File: src/rtl/core/gcc_pkg.sv
// shared constants and types for the grid cell corner point block
package gcc_pkg;
	localparam int CELL_W = 30;
	localparam int PT_W   = 30;
	localparam int CFG_W  = 11;
	localparam int ADDR_W = 4;
	localparam int DATA_W = 32;
	localparam int BPS    = 5;

	typedef enum logic [1:0] {
		REG_POINTS_X = 2'd0,
		REG_POINTS_Y = 2'd1,
		REG_POINTS_Z = 2'd2
	} reg_idx_t;
endpackage

File: src/rtl/core/gcc_ifs.sv
// valid/ready channel interfaces for cell numbers and corner points
interface gcc_cell_if;
	import gcc_pkg::*;
	logic              valid;
	logic              ready;
	logic [CELL_W-1:0] cell_number;
	modport source (output valid, output cell_number, input ready);
	modport sink (input valid, input cell_number, output ready);
endinterface

interface gcc_corner_if;
	import gcc_pkg::*;
	logic            valid;
	logic            ready;
	logic [PT_W-1:0] point_index;
	logic            last_corner;
	logic            bad_cell;
	modport source (output valid, output point_index, output last_corner, output bad_cell,
		input ready);
	modport sink (input valid, input point_index, input last_corner, input bad_cell,
		output ready);
endinterface

File: src/rtl/core/gcc_cfg.sv
// apb register file holding the grid point counts
module gcc_cfg #(
	parameter int MAX_POINTS_PER_AXIS = 1024,
	parameter int PW = 11
) (
	input  logic                       clk,
	input  logic                       arst_n,
	input  logic                       psel,
	input  logic                       penable,
	input  logic                       pwrite,
	input  logic [gcc_pkg::ADDR_W-1:0] paddr,
	input  logic [gcc_pkg::DATA_W-1:0] pwdata,
	output logic [gcc_pkg::DATA_W-1:0] prdata,
	output logic                       pready,
	output logic [PW-1:0]              dim_x,
	output logic [PW-1:0]              dim_y,
	output logic [PW-1:0]              dim_z,
	output logic [gcc_pkg::PT_W-1:0]   plane
);
	import gcc_pkg::*;

	logic [PW-1:0]    px_q, py_q, pz_q;
	logic [PT_W-1:0]  plane_q;
	logic [31:0]      wv;
	logic [PW-1:0]    nv;
	logic             wr;
	logic [2*PW-1:0]  prod;
	reg_idx_t         idx;

	assign pready = 1'b1;
	assign idx    = reg_idx_t'(paddr[3:2]);
	assign wr     = psel & penable & pwrite;

	// saturate to the axis limit, zero means keep
	always_comb begin
		wv = 32'(pwdata[CFG_W-1:0]);
		if (wv > 32'(MAX_POINTS_PER_AXIS))
			wv = 32'(MAX_POINTS_PER_AXIS);
		nv = PW'(wv);
	end

	always_ff @(posedge clk or negedge arst_n) begin
		if (!arst_n) begin
			px_q <= PW'(1);
			py_q <= PW'(1);
			pz_q <= PW'(1);
		end else if (wr && wv != 32'd0) begin
			case (idx)
				REG_POINTS_X: px_q <= nv;
				REG_POINTS_Y: py_q <= nv;
				REG_POINTS_Z: pz_q <= nv;
				default: ;
			endcase
		end
	end

	assign prod = px_q * py_q;

	always_ff @(posedge clk) begin
		plane_q <= PT_W'(prod);
	end

	always_comb begin
		case (idx)
			REG_POINTS_X: prdata = DATA_W'(px_q);
			REG_POINTS_Y: prdata = DATA_W'(py_q);
			REG_POINTS_Z: prdata = DATA_W'(pz_q);
			default:      prdata = '0;
		endcase
	end

	assign dim_x = px_q;
	assign dim_y = py_q;
	assign dim_z = pz_q;
	assign plane = plane_q;
endmodule

File: src/rtl/core/gcc_div.sv
// pipelined restoring divider splitting a cell number over three axes
module gcc_div #(
	parameter int DW = 10
) (
	input  logic                       clk,
	input  logic                       arst_n,
	input  logic                       in_valid,
	output logic                       in_ready,
	input  logic [gcc_pkg::CELL_W-1:0] cell_no,
	input  logic [DW-1:0]              d_x,
	input  logic [DW-1:0]              d_y,
	input  logic [DW-1:0]              d_z,
	output logic                       out_valid,
	input  logic                       out_ready,
	output logic [DW-1:0]              lo_x,
	output logic [DW-1:0]              lo_y,
	output logic [DW-1:0]              lo_z,
	output logic                       bad
);
	import gcc_pkg::*;

	localparam int NST = (3 * CELL_W) / BPS;

	logic [DW-1:0]     rem_s [NST];
	logic [CELL_W-1:0] quo_s [NST];
	logic [DW-1:0]     lx_s  [NST];
	logic [DW-1:0]     ly_s  [NST];
	logic              v_s   [NST];
	logic [DW-1:0]     nrem  [NST];
	logic [CELL_W-1:0] nquo  [NST];
	logic [DW-1:0]     nlx   [NST];
	logic [DW-1:0]     nly   [NST];
	logic              rdy   [NST+1];

	// each stage takes BPS quotient bits; remainders hand over at axis boundaries
	always_comb begin
		logic [DW-1:0]     r, lx, ly, dsel;
		logic [CELL_W-1:0] q;
		logic [DW:0]       t;
		logic              ge;
		int                s;
		for (int k = 0; k < NST; k++) begin
			r  = (k == 0) ? '0      : rem_s[(k == 0) ? 0 : k-1];
			q  = (k == 0) ? cell_no : quo_s[(k == 0) ? 0 : k-1];
			lx = (k == 0) ? '0      : lx_s[(k == 0) ? 0 : k-1];
			ly = (k == 0) ? '0      : ly_s[(k == 0) ? 0 : k-1];
			for (int j = 0; j < BPS; j++) begin
				s = k * BPS + j;
				if (s % CELL_W == 0 && s != 0) begin
					if (s / CELL_W == 1)
						lx = r;
					else
						ly = r;
					r = '0;
				end
				dsel = (s / CELL_W == 0) ? d_x : ((s / CELL_W == 1) ? d_y : d_z);
				t    = {r, q[CELL_W-1]};
				ge   = (t >= {1'b0, dsel});
				if (ge)
					t = t - {1'b0, dsel};
				r = t[DW-1:0];
				q = {q[CELL_W-2:0], ge};
			end
			nrem[k] = r;
			nquo[k] = q;
			nlx[k]  = lx;
			nly[k]  = ly;
		end
	end

	always_comb begin
		rdy[NST] = out_ready;
		for (int k = NST - 1; k >= 0; k--)
			rdy[k] = !v_s[k] || rdy[k+1];
	end

	always_ff @(posedge clk or negedge arst_n) begin
		if (!arst_n) begin
			for (int k = 0; k < NST; k++)
				v_s[k] <= 1'b0;
		end else begin
			for (int k = 0; k < NST; k++)
				if (rdy[k])
					v_s[k] <= (k == 0) ? in_valid : v_s[(k == 0) ? 0 : k-1];
		end
	end

	always_ff @(posedge clk) begin
		for (int k = 0; k < NST; k++) begin
			if (rdy[k]) begin
				rem_s[k] <= nrem[k];
				quo_s[k] <= nquo[k];
				lx_s[k]  <= nlx[k];
				ly_s[k]  <= nly[k];
			end
		end
	end

	assign in_ready  = rdy[0];
	assign out_valid = v_s[NST-1];
	assign lo_x      = lx_s[NST-1];
	assign lo_y      = ly_s[NST-1];
	assign lo_z      = rem_s[NST-1];
	assign bad       = (quo_s[NST-1] != '0);
endmodule

File: src/rtl/core/gcc_corner.sv
// corner index arithmetic and serialiser of the 1, 2, 4 or 8 corners
module gcc_corner #(
	parameter int DW = 10,
	parameter int PW = 11
) (
	input  logic                     clk,
	input  logic                     arst_n,
	input  logic                     in_valid,
	output logic                     in_ready,
	input  logic [DW-1:0]            lo_x,
	input  logic [DW-1:0]            lo_y,
	input  logic [DW-1:0]            lo_z,
	input  logic                     bad,
	input  logic [PW-1:0]            dim_x,
	input  logic [PW-1:0]            dim_y,
	input  logic [PW-1:0]            dim_z,
	input  logic [gcc_pkg::PT_W-1:0] plane,
	gcc_corner_if.source             corner_out
);
	import gcc_pkg::*;

	logic [2:0]       mask;
	logic [DW+PW-1:0] jm;
	logic [DW+PT_W-1:0] km;

	logic             v_s1, v_s2;
	logic [DW-1:0]    lx_s1;
	logic [PT_W-1:0]  jt_s1, kt_s1, base_s2;
	logic             bad_s1, bad_s2;

	logic             iv_q, ibad_q;
	logic [PT_W-1:0]  base_q;
	logic [2:0]       cnt_q, mask_q, cnt_nxt;
	logic [PT_W-1:0]  off, point;
	logic             ilast;

	logic             ov_q, olast_q, obad_q;
	logic [PT_W-1:0]  opt_q;

	logic             out_load, item_free, rdy2, rdy1;

	assign mask = {dim_z > PW'(1), dim_y > PW'(1), dim_x > PW'(1)};
	assign jm   = lo_y * dim_x;
	assign km   = lo_z * plane;

	// handshake chain back from the output register
	assign out_load  = !ov_q || corner_out.ready;
	assign ilast     = (cnt_q == mask_q);
	assign item_free = !iv_q || (out_load && ilast);
	assign rdy2      = !v_s2 || item_free;
	assign rdy1      = !v_s1 || rdy2;
	assign in_ready  = rdy1;

	always_comb begin
		off = '0;
		if (cnt_q[0])
			off = off + PT_W'(1);
		if (cnt_q[1])
			off = off + PT_W'(dim_x);
		if (cnt_q[2])
			off = off + plane;
		point   = ibad_q ? '0 : base_q + off;
		// next subset of the active axis bits
		cnt_nxt = ((cnt_q | ~mask_q) + 3'd1) & mask_q;
	end

	always_ff @(posedge clk or negedge arst_n) begin
		if (!arst_n) begin
			v_s1 <= 1'b0;
			v_s2 <= 1'b0;
			iv_q <= 1'b0;
			ov_q <= 1'b0;
		end else begin
			if (rdy1)
				v_s1 <= in_valid;
			if (rdy2)
				v_s2 <= v_s1;
			if (item_free)
				iv_q <= v_s2;
			if (out_load)
				ov_q <= iv_q;
		end
	end

	always_ff @(posedge clk) begin
		if (rdy1) begin
			lx_s1  <= lo_x;
			jt_s1  <= PT_W'(jm);
			kt_s1  <= km[PT_W-1:0];
			bad_s1 <= bad;
		end
		if (rdy2) begin
			base_s2 <= PT_W'(lx_s1) + jt_s1 + kt_s1;
			bad_s2  <= bad_s1;
		end
		if (item_free) begin
			base_q <= base_s2;
			ibad_q <= bad_s2;
			mask_q <= bad_s2 ? 3'd0 : mask;
			cnt_q  <= 3'd0;
		end else if (out_load && iv_q) begin
			cnt_q <= cnt_nxt;
		end
		if (out_load) begin
			opt_q   <= point;
			olast_q <= ilast;
			obad_q  <= ibad_q;
		end
	end

	assign corner_out.valid       = ov_q;
	assign corner_out.point_index = opt_q;
	assign corner_out.last_corner = olast_q;
	assign corner_out.bad_cell    = obad_q;
endmodule

File: src/rtl/core/grid_cell_corner_points_core.sv
// grid cell corner points: cell number in, corner point indices out
// path: divider, multiply and add stages, serialiser, output register
// throughput: one corner per cycle on the single output channel while it is not stalled;
// one cell per cycle in only for one-corner cells, as a cell gives 1, 2, 4 or 8 corners
// reset: arst_n clears all valid bits and sets every point count to one
module grid_cell_corner_points_core #(
	parameter int MAX_POINTS_PER_AXIS = 1024
) (
	input  logic                       clk,
	input  logic                       arst_n,
	input  logic                       psel,
	input  logic                       penable,
	input  logic                       pwrite,
	input  logic [gcc_pkg::ADDR_W-1:0] paddr,
	input  logic [gcc_pkg::DATA_W-1:0] pwdata,
	output logic [gcc_pkg::DATA_W-1:0] prdata,
	output logic                       pready,
	gcc_cell_if.sink                   cell_in,
	gcc_corner_if.source               corner_out
);
	import gcc_pkg::*;

	// point counts need PW bits, cell counts per axis (points - 1) need DW bits
	localparam int PW = $clog2(MAX_POINTS_PER_AXIS + 1);
	localparam int DW = $clog2(MAX_POINTS_PER_AXIS);

	logic [PW-1:0]   dim_x, dim_y, dim_z;
	logic [PT_W-1:0] plane;
	logic [DW-1:0]   d_x, d_y, d_z;
	logic [DW-1:0]   lo_x, lo_y, lo_z;
	logic            div_valid, div_ready, div_bad;

	// register file, also keeps the x*y plane size registered
	gcc_cfg #(
		.MAX_POINTS_PER_AXIS(MAX_POINTS_PER_AXIS),
		.PW(PW)
	) u_cfg (
		.clk(clk),
		.arst_n(arst_n),
		.psel(psel),
		.penable(penable),
		.pwrite(pwrite),
		.paddr(paddr),
		.pwdata(pwdata),
		.prdata(prdata),
		.pready(pready),
		.dim_x(dim_x),
		.dim_y(dim_y),
		.dim_z(dim_z),
		.plane(plane)
	);

	// an inactive axis divides by one, giving position zero and passing the quotient on;
	// whatever quotient is left after z marks a cell beyond the grid
	assign d_x = (dim_x > PW'(1)) ? DW'(dim_x - PW'(1)) : DW'(1);
	assign d_y = (dim_y > PW'(1)) ? DW'(dim_y - PW'(1)) : DW'(1);
	assign d_z = (dim_z > PW'(1)) ? DW'(dim_z - PW'(1)) : DW'(1);

	// eighteen stage divider, five quotient bits per stage
	gcc_div #(
		.DW(DW)
	) u_div (
		.clk(clk),
		.arst_n(arst_n),
		.in_valid(cell_in.valid),
		.in_ready(cell_in.ready),
		.cell_no(cell_in.cell_number),
		.d_x(d_x),
		.d_y(d_y),
		.d_z(d_z),
		.out_valid(div_valid),
		.out_ready(div_ready),
		.lo_x(lo_x),
		.lo_y(lo_y),
		.lo_z(lo_z),
		.bad(div_bad)
	);

	// multiply and add stages, then the corner serialiser and output register
	gcc_corner #(
		.DW(DW),
		.PW(PW)
	) u_corner (
		.clk(clk),
		.arst_n(arst_n),
		.in_valid(div_valid),
		.in_ready(div_ready),
		.lo_x(lo_x),
		.lo_y(lo_y),
		.lo_z(lo_z),
		.bad(div_bad),
		.dim_x(dim_x),
		.dim_y(dim_y),
		.dim_z(dim_z),
		.plane(plane),
		.corner_out(corner_out)
	);
endmodule
File: src/flat_wrapper.sv
// flat-port wrapper written by rule: the top's interface ports become plain ports
module grid_cell_corner_points_core_flat import gcc_pkg::*;
#(
	parameter int MAX_POINTS_PER_AXIS = 1024
)
  (clk, arst_n, psel, penable, pwrite, paddr, pwdata, prdata, pready, cell_in_valid, cell_in_cell_number, cell_in_ready, corner_out_valid, corner_out_point_index, corner_out_last_corner, corner_out_bad_cell, corner_out_ready);
  gcc_cell_if cell_in_i ();
  gcc_corner_if corner_out_i ();
  input  logic clk;
  input  logic arst_n;
  input  logic psel;
  input  logic penable;
  input  logic pwrite;
  input  logic [gcc_pkg::ADDR_W-1:0] paddr;
  input  logic [gcc_pkg::DATA_W-1:0] pwdata;
  output logic [gcc_pkg::DATA_W-1:0] prdata;
  output logic pready;
  input wire logic [$bits(cell_in_i.valid)-1:0] cell_in_valid;
  input wire logic [$bits(cell_in_i.cell_number)-1:0] cell_in_cell_number;
  output wire logic [$bits(cell_in_i.ready)-1:0] cell_in_ready;
  output wire logic [$bits(corner_out_i.valid)-1:0] corner_out_valid;
  output wire logic [$bits(corner_out_i.point_index)-1:0] corner_out_point_index;
  output wire logic [$bits(corner_out_i.last_corner)-1:0] corner_out_last_corner;
  output wire logic [$bits(corner_out_i.bad_cell)-1:0] corner_out_bad_cell;
  input wire logic [$bits(corner_out_i.ready)-1:0] corner_out_ready;
  assign cell_in_i.valid = cell_in_valid;
  assign cell_in_i.cell_number = cell_in_cell_number;
  assign cell_in_ready = cell_in_i.ready;
  assign corner_out_valid = corner_out_i.valid;
  assign corner_out_point_index = corner_out_i.point_index;
  assign corner_out_last_corner = corner_out_i.last_corner;
  assign corner_out_bad_cell = corner_out_i.bad_cell;
  assign corner_out_i.ready = corner_out_ready;
  grid_cell_corner_points_core #(.MAX_POINTS_PER_AXIS(MAX_POINTS_PER_AXIS)) u_core (.clk(clk), .arst_n(arst_n), .psel(psel), .penable(penable), .pwrite(pwrite), .paddr(paddr), .pwdata(pwdata), .prdata(prdata), .pready(pready), .cell_in(cell_in_i), .corner_out(corner_out_i));
endmodule
File: config.mk
export PLATFORM = sky130hd
export DESIGN_NAME = grid_cell_corner_points_core_flat
export DESIGN_NICKNAME = d
export VERILOG_FILES = /design/src/rtl/core/gcc_pkg.sv /design/src/rtl/core/gcc_ifs.sv /design/src/rtl/core/gcc_cfg.sv /design/src/rtl/core/gcc_div.sv /design/src/rtl/core/gcc_corner.sv /design/src/rtl/core/grid_cell_corner_points_core.sv /design/src/flat_wrapper.sv
export SDC_FILE = /design/constraint.sdc
export NUM_CORES = 2
export LEC_CHECK = 0
export BUFFER_PORTS_ARGS = -buffer_cell sky130_fd_sc_hd__buf_2
export CAP_MARGIN = 20
export CORE_ASPECT_RATIO = 0.5
export CORE_MARGIN = 5
export CORE_UTILIZATION = 37
export CTS_CLUSTER_DIAMETER = 60
export DETAILED_ROUTE_END_ITERATION = 8
export MAX_ROUTING_LAYER = met4
export SETUP_SLACK_MARGIN = 0.1
export SYNTH_ARGS = -nofsm -noshare
export SYNTH_HDL_FRONTEND = slang
export SYNTH_SLANG_ARGS = --single-unit
export TNS_END_PERCENT = 5
File: constraint.sdc
create_clock -name clk -period 17.9 [get_ports clk]
set_input_delay 1.79 -clock clk [delete_from_list [all_inputs] [get_ports clk]]
set_output_delay 1.79 -clock clk [all_outputs]
set_load 0.03 [all_outputs]
==> metrics.txt <==
DP Cell Count 13,750; slew margin rel. 24.76%; Synth Area in Simple Gates 13.78%; largest net degree at the start of global routing 63; Die W 749.7 um; GRT Overall Usage 18.19%; CP max FO 19; total core area 0.2716 mm^2; startpoint types flip-flop; Synth Register Bits 1,139; first-pass GRT wire length 409.6 mm; top-area cell type share of the netlist area 31.41%; Distinct cells, synth 106; Post-synth EDFFs 1,059; initial core utilization 37.27%; Crit path required time 18.43 ns; vias in the first global route 73,680; Nets 11,870; Num Clock Sinks 1,139; synth cell count leaders 1,129 x ha_1, 1,059 x edfxtp_1, 805 x inv_1; layout cell share with drive strength beyond 1 9.149%; row cnt 135; clk_skew 0.08060 ns; worst path arrival time 16.67 ns; cell area after synthesis 0.1012 mm^2; buffers added on ports 94; CTS tree yes; Root Buffer clkbuf_16; Detailed Place HPWL 197.4 mm; H-tree Lvls 4; DRT Wirelength 258.6 mm; Pre-Repair DR Iteration Count 6; asr flop ratio synth 4.829%; via count 75,570; Worst Tran Pin Value 1.124 ns; CTS Buf Count 140; Congestion Overflow GR 0; worst skew pair latency 0.84 ns; setup TNS 0 ns; top cells by area, synth edfxtp_1 31%, ha_1 14%, fa_1 8.0%; Post-CTS Hold Buffers 0; # DRC 0; met2 WL 119.0 mm; Mapped Cells 10,100; max incr delay on CP 0.68 ns; GP Congestion 0.8993; initial DRC count 5,062; Worst Setup End Kind flip-flop; Tmin final 16.14 ns; mux cell area share after synthesis 5.506%; CP delay by family, top compound AO/OA/AOI/OAI gates; placed cell area 0.1066 mm^2; CTS clk-pin slew, worst paths 0.06 ns; max layer used met4; average size of a mapped cell 10.02 um^2; initial antenna violation count 2; DIE AREA 0.2848 mm^2; compound-gate portion of the synthesized area 15.16%; via/cell ratio 5.400; Layout Cells excl Fill 13,990; # IOs 140; clock buffer depth 4; Final Hold Viols 0; Setup Viol. Count Final 0; Slowest cell on crit path mux2i_1; period utilization 90.16%; DR WL met3 11.50 mm; cts repair resizes 0; Antenna Nets Post-Route 0; adder-cell share of the synthesized area 22.00%; unrepaired setup endpoints after global routing false; sequential cell area fraction in the yosys report 33.27%; final slew viol count 0; synth warn 0; Non-Filler Cell Area, Final 0.1112 mm^2; Setup CP Type flip-flop to flip-flop; Avg WL per Cell 18.48 um; fmax 61.97 MHz; die height 379.9 um; max-cap viol count 0; Post-synth top flop edfxtp_1; area leader, netlist edfxtp_1; wl on met1 122.9 mm; CP Buf/Inv Count 6; Setup Buffers After CTS 0; xor/xnor cell area share of the yosys netlist 6.194%; Tightest Hold Check Type flip-flop to flip-flop; most common cell in the netlist ha_1; Critical Path Most Common Cell o21ai_0; area growth from synthesis to layout 9.802%; outcome complete, no violations; largest family of logic cells by synthesized area adder cells
## worst register-to-register path: cells and delay by family, from the launching register on
family | cells | cell delay (ns)
AOI/OAI and AO/OA | 27 | 7.35
adders and majority gates | 6 | 1.81
buffers and inverters | 6 | 1.68
DFF | 1 | 0.66
muxes | 2 | 1.05
and+or+nand+nor | 13 | 3.30
## through the flow
step	util, %	setup slack (ns)	hold slack (ns)
after floorplan	-	2.417	0.4003
after global placement	39.24	1.921	0.4001
after detailed placement	39.24	1.952	0.4045
after CTS	40.92	1.877	0.3748
after global routing	40.92	0.2944	0.3798
final	40.93	1.762	0.3856
## cell usage in the layout, fill, tap and decap left out, types with 178 or more instances in the layout
| cell type | netlist | final |
|---|---|---|
| a21o_1 | 318 | 318 |
| inv_1 | 805 | 798 |
| edfxtp_1 | 1059 | 1059 |
| nand2b_1 | 188 | 186 |
| a21oi_1 | 521 | 515 |
| xor2_1 | 259 | 259 |
| nor2_1 | 589 | 589 |
| o21ai_0 | 539 | 537 |
| nand2_1 | 804 | 783 |
| and2_1 | 213 | 213 |
| fa_1 | 407 | 407 |
| ha_1 | 1129 | 1129 |
| mux2_2 | 324 | 324 |
| xnor2_1 | 457 | 457 |
| nor2b_1 | 225 | 225 |
| mux2i_1 | 180 | 178 |
## cell type report
class | instances | area, um^2
antenna | 2 | 5.005
inverter | 831 | 3119
clock inverter | 79 | 857.1
multi-input combinational | 7916 | 63740
timing repair buffer | 234 | 1534
fill | 26280 | 160500
clock buffer | 163 | 3684
sequential | 1139 | 33680
tap | 3630 | 4542
## logic make-up (layout without fill, tap and decap cells)
family / after synthesis / count (layout)
and+or+nand+nor: 2813 / 2813
AOI/OAI and AO/OA: 2314 / 2314
DFF: 1139 / 1139
muxes: 515 / 515
adders and majority gates: 1536 / 1536
buffers and inverters: 1066 / 1307
xor gates and xnor gates: 716 / 716
other: 2 / 24
## sequential cells by signal, indices dropped and copies added, names as in the netlist, 17 cells and up
| register | count |
|---|---|
| u_core.u_corner.corner_out.point_index | 30 |
| u_core.u_corner.base_s2 | 30 |
| u_core.u_corner.kt_s1 | 30 |
| u_core.u_div.lx_s | 120 |
| u_core.u_corner.jt_s1 | 21 |
| u_core.u_div.rem_s | 180 |
| u_core.u_div.quo_s | 540 |
| u_core.u_div.ly_s | 60 |
| u_core.u_cfg.plane | 22 |
| u_core.u_corner.base_q | 30 |
| u_core.u_div.v_s | 17 |
## path summary, 6_finish.rpt
check                                         startpoint                   endpoint  slack (ns)  cells after the start
worst max-delay path               u_core.u_cfg.dim_z[0]  u_core.u_div.rem_s[13][1]        1.76                     54
worst min-delay path            u_core.u_div.quo_s[7][4]   u_core.u_div.quo_s[8][9]        0.39                      0
worst max register to register     u_core.u_cfg.dim_z[0]  u_core.u_div.rem_s[13][1]        1.76                     54
worst min register to register  u_core.u_div.quo_s[7][4]   u_core.u_div.quo_s[8][9]        0.39                      0
max in group asynchronous                         arst_n      u_core.u_cfg.dim_z[1]       16.12                      2
min in group asynchronous                         arst_n       u_core.u_div.v_s[16]        1.13                      2
## per-layer routing
layer  vias to the layer above  GRT usage (%)
li1                      37110              -
met1                     36670          24.64
met2                      1488          29.34
met3                       302          2.213
met4                         0          3.697
met5                         -              -
Power is left out: the tool's default activity adds up to more than one toggle a clock period on the data nets, which glitch-free logic cannot reach.
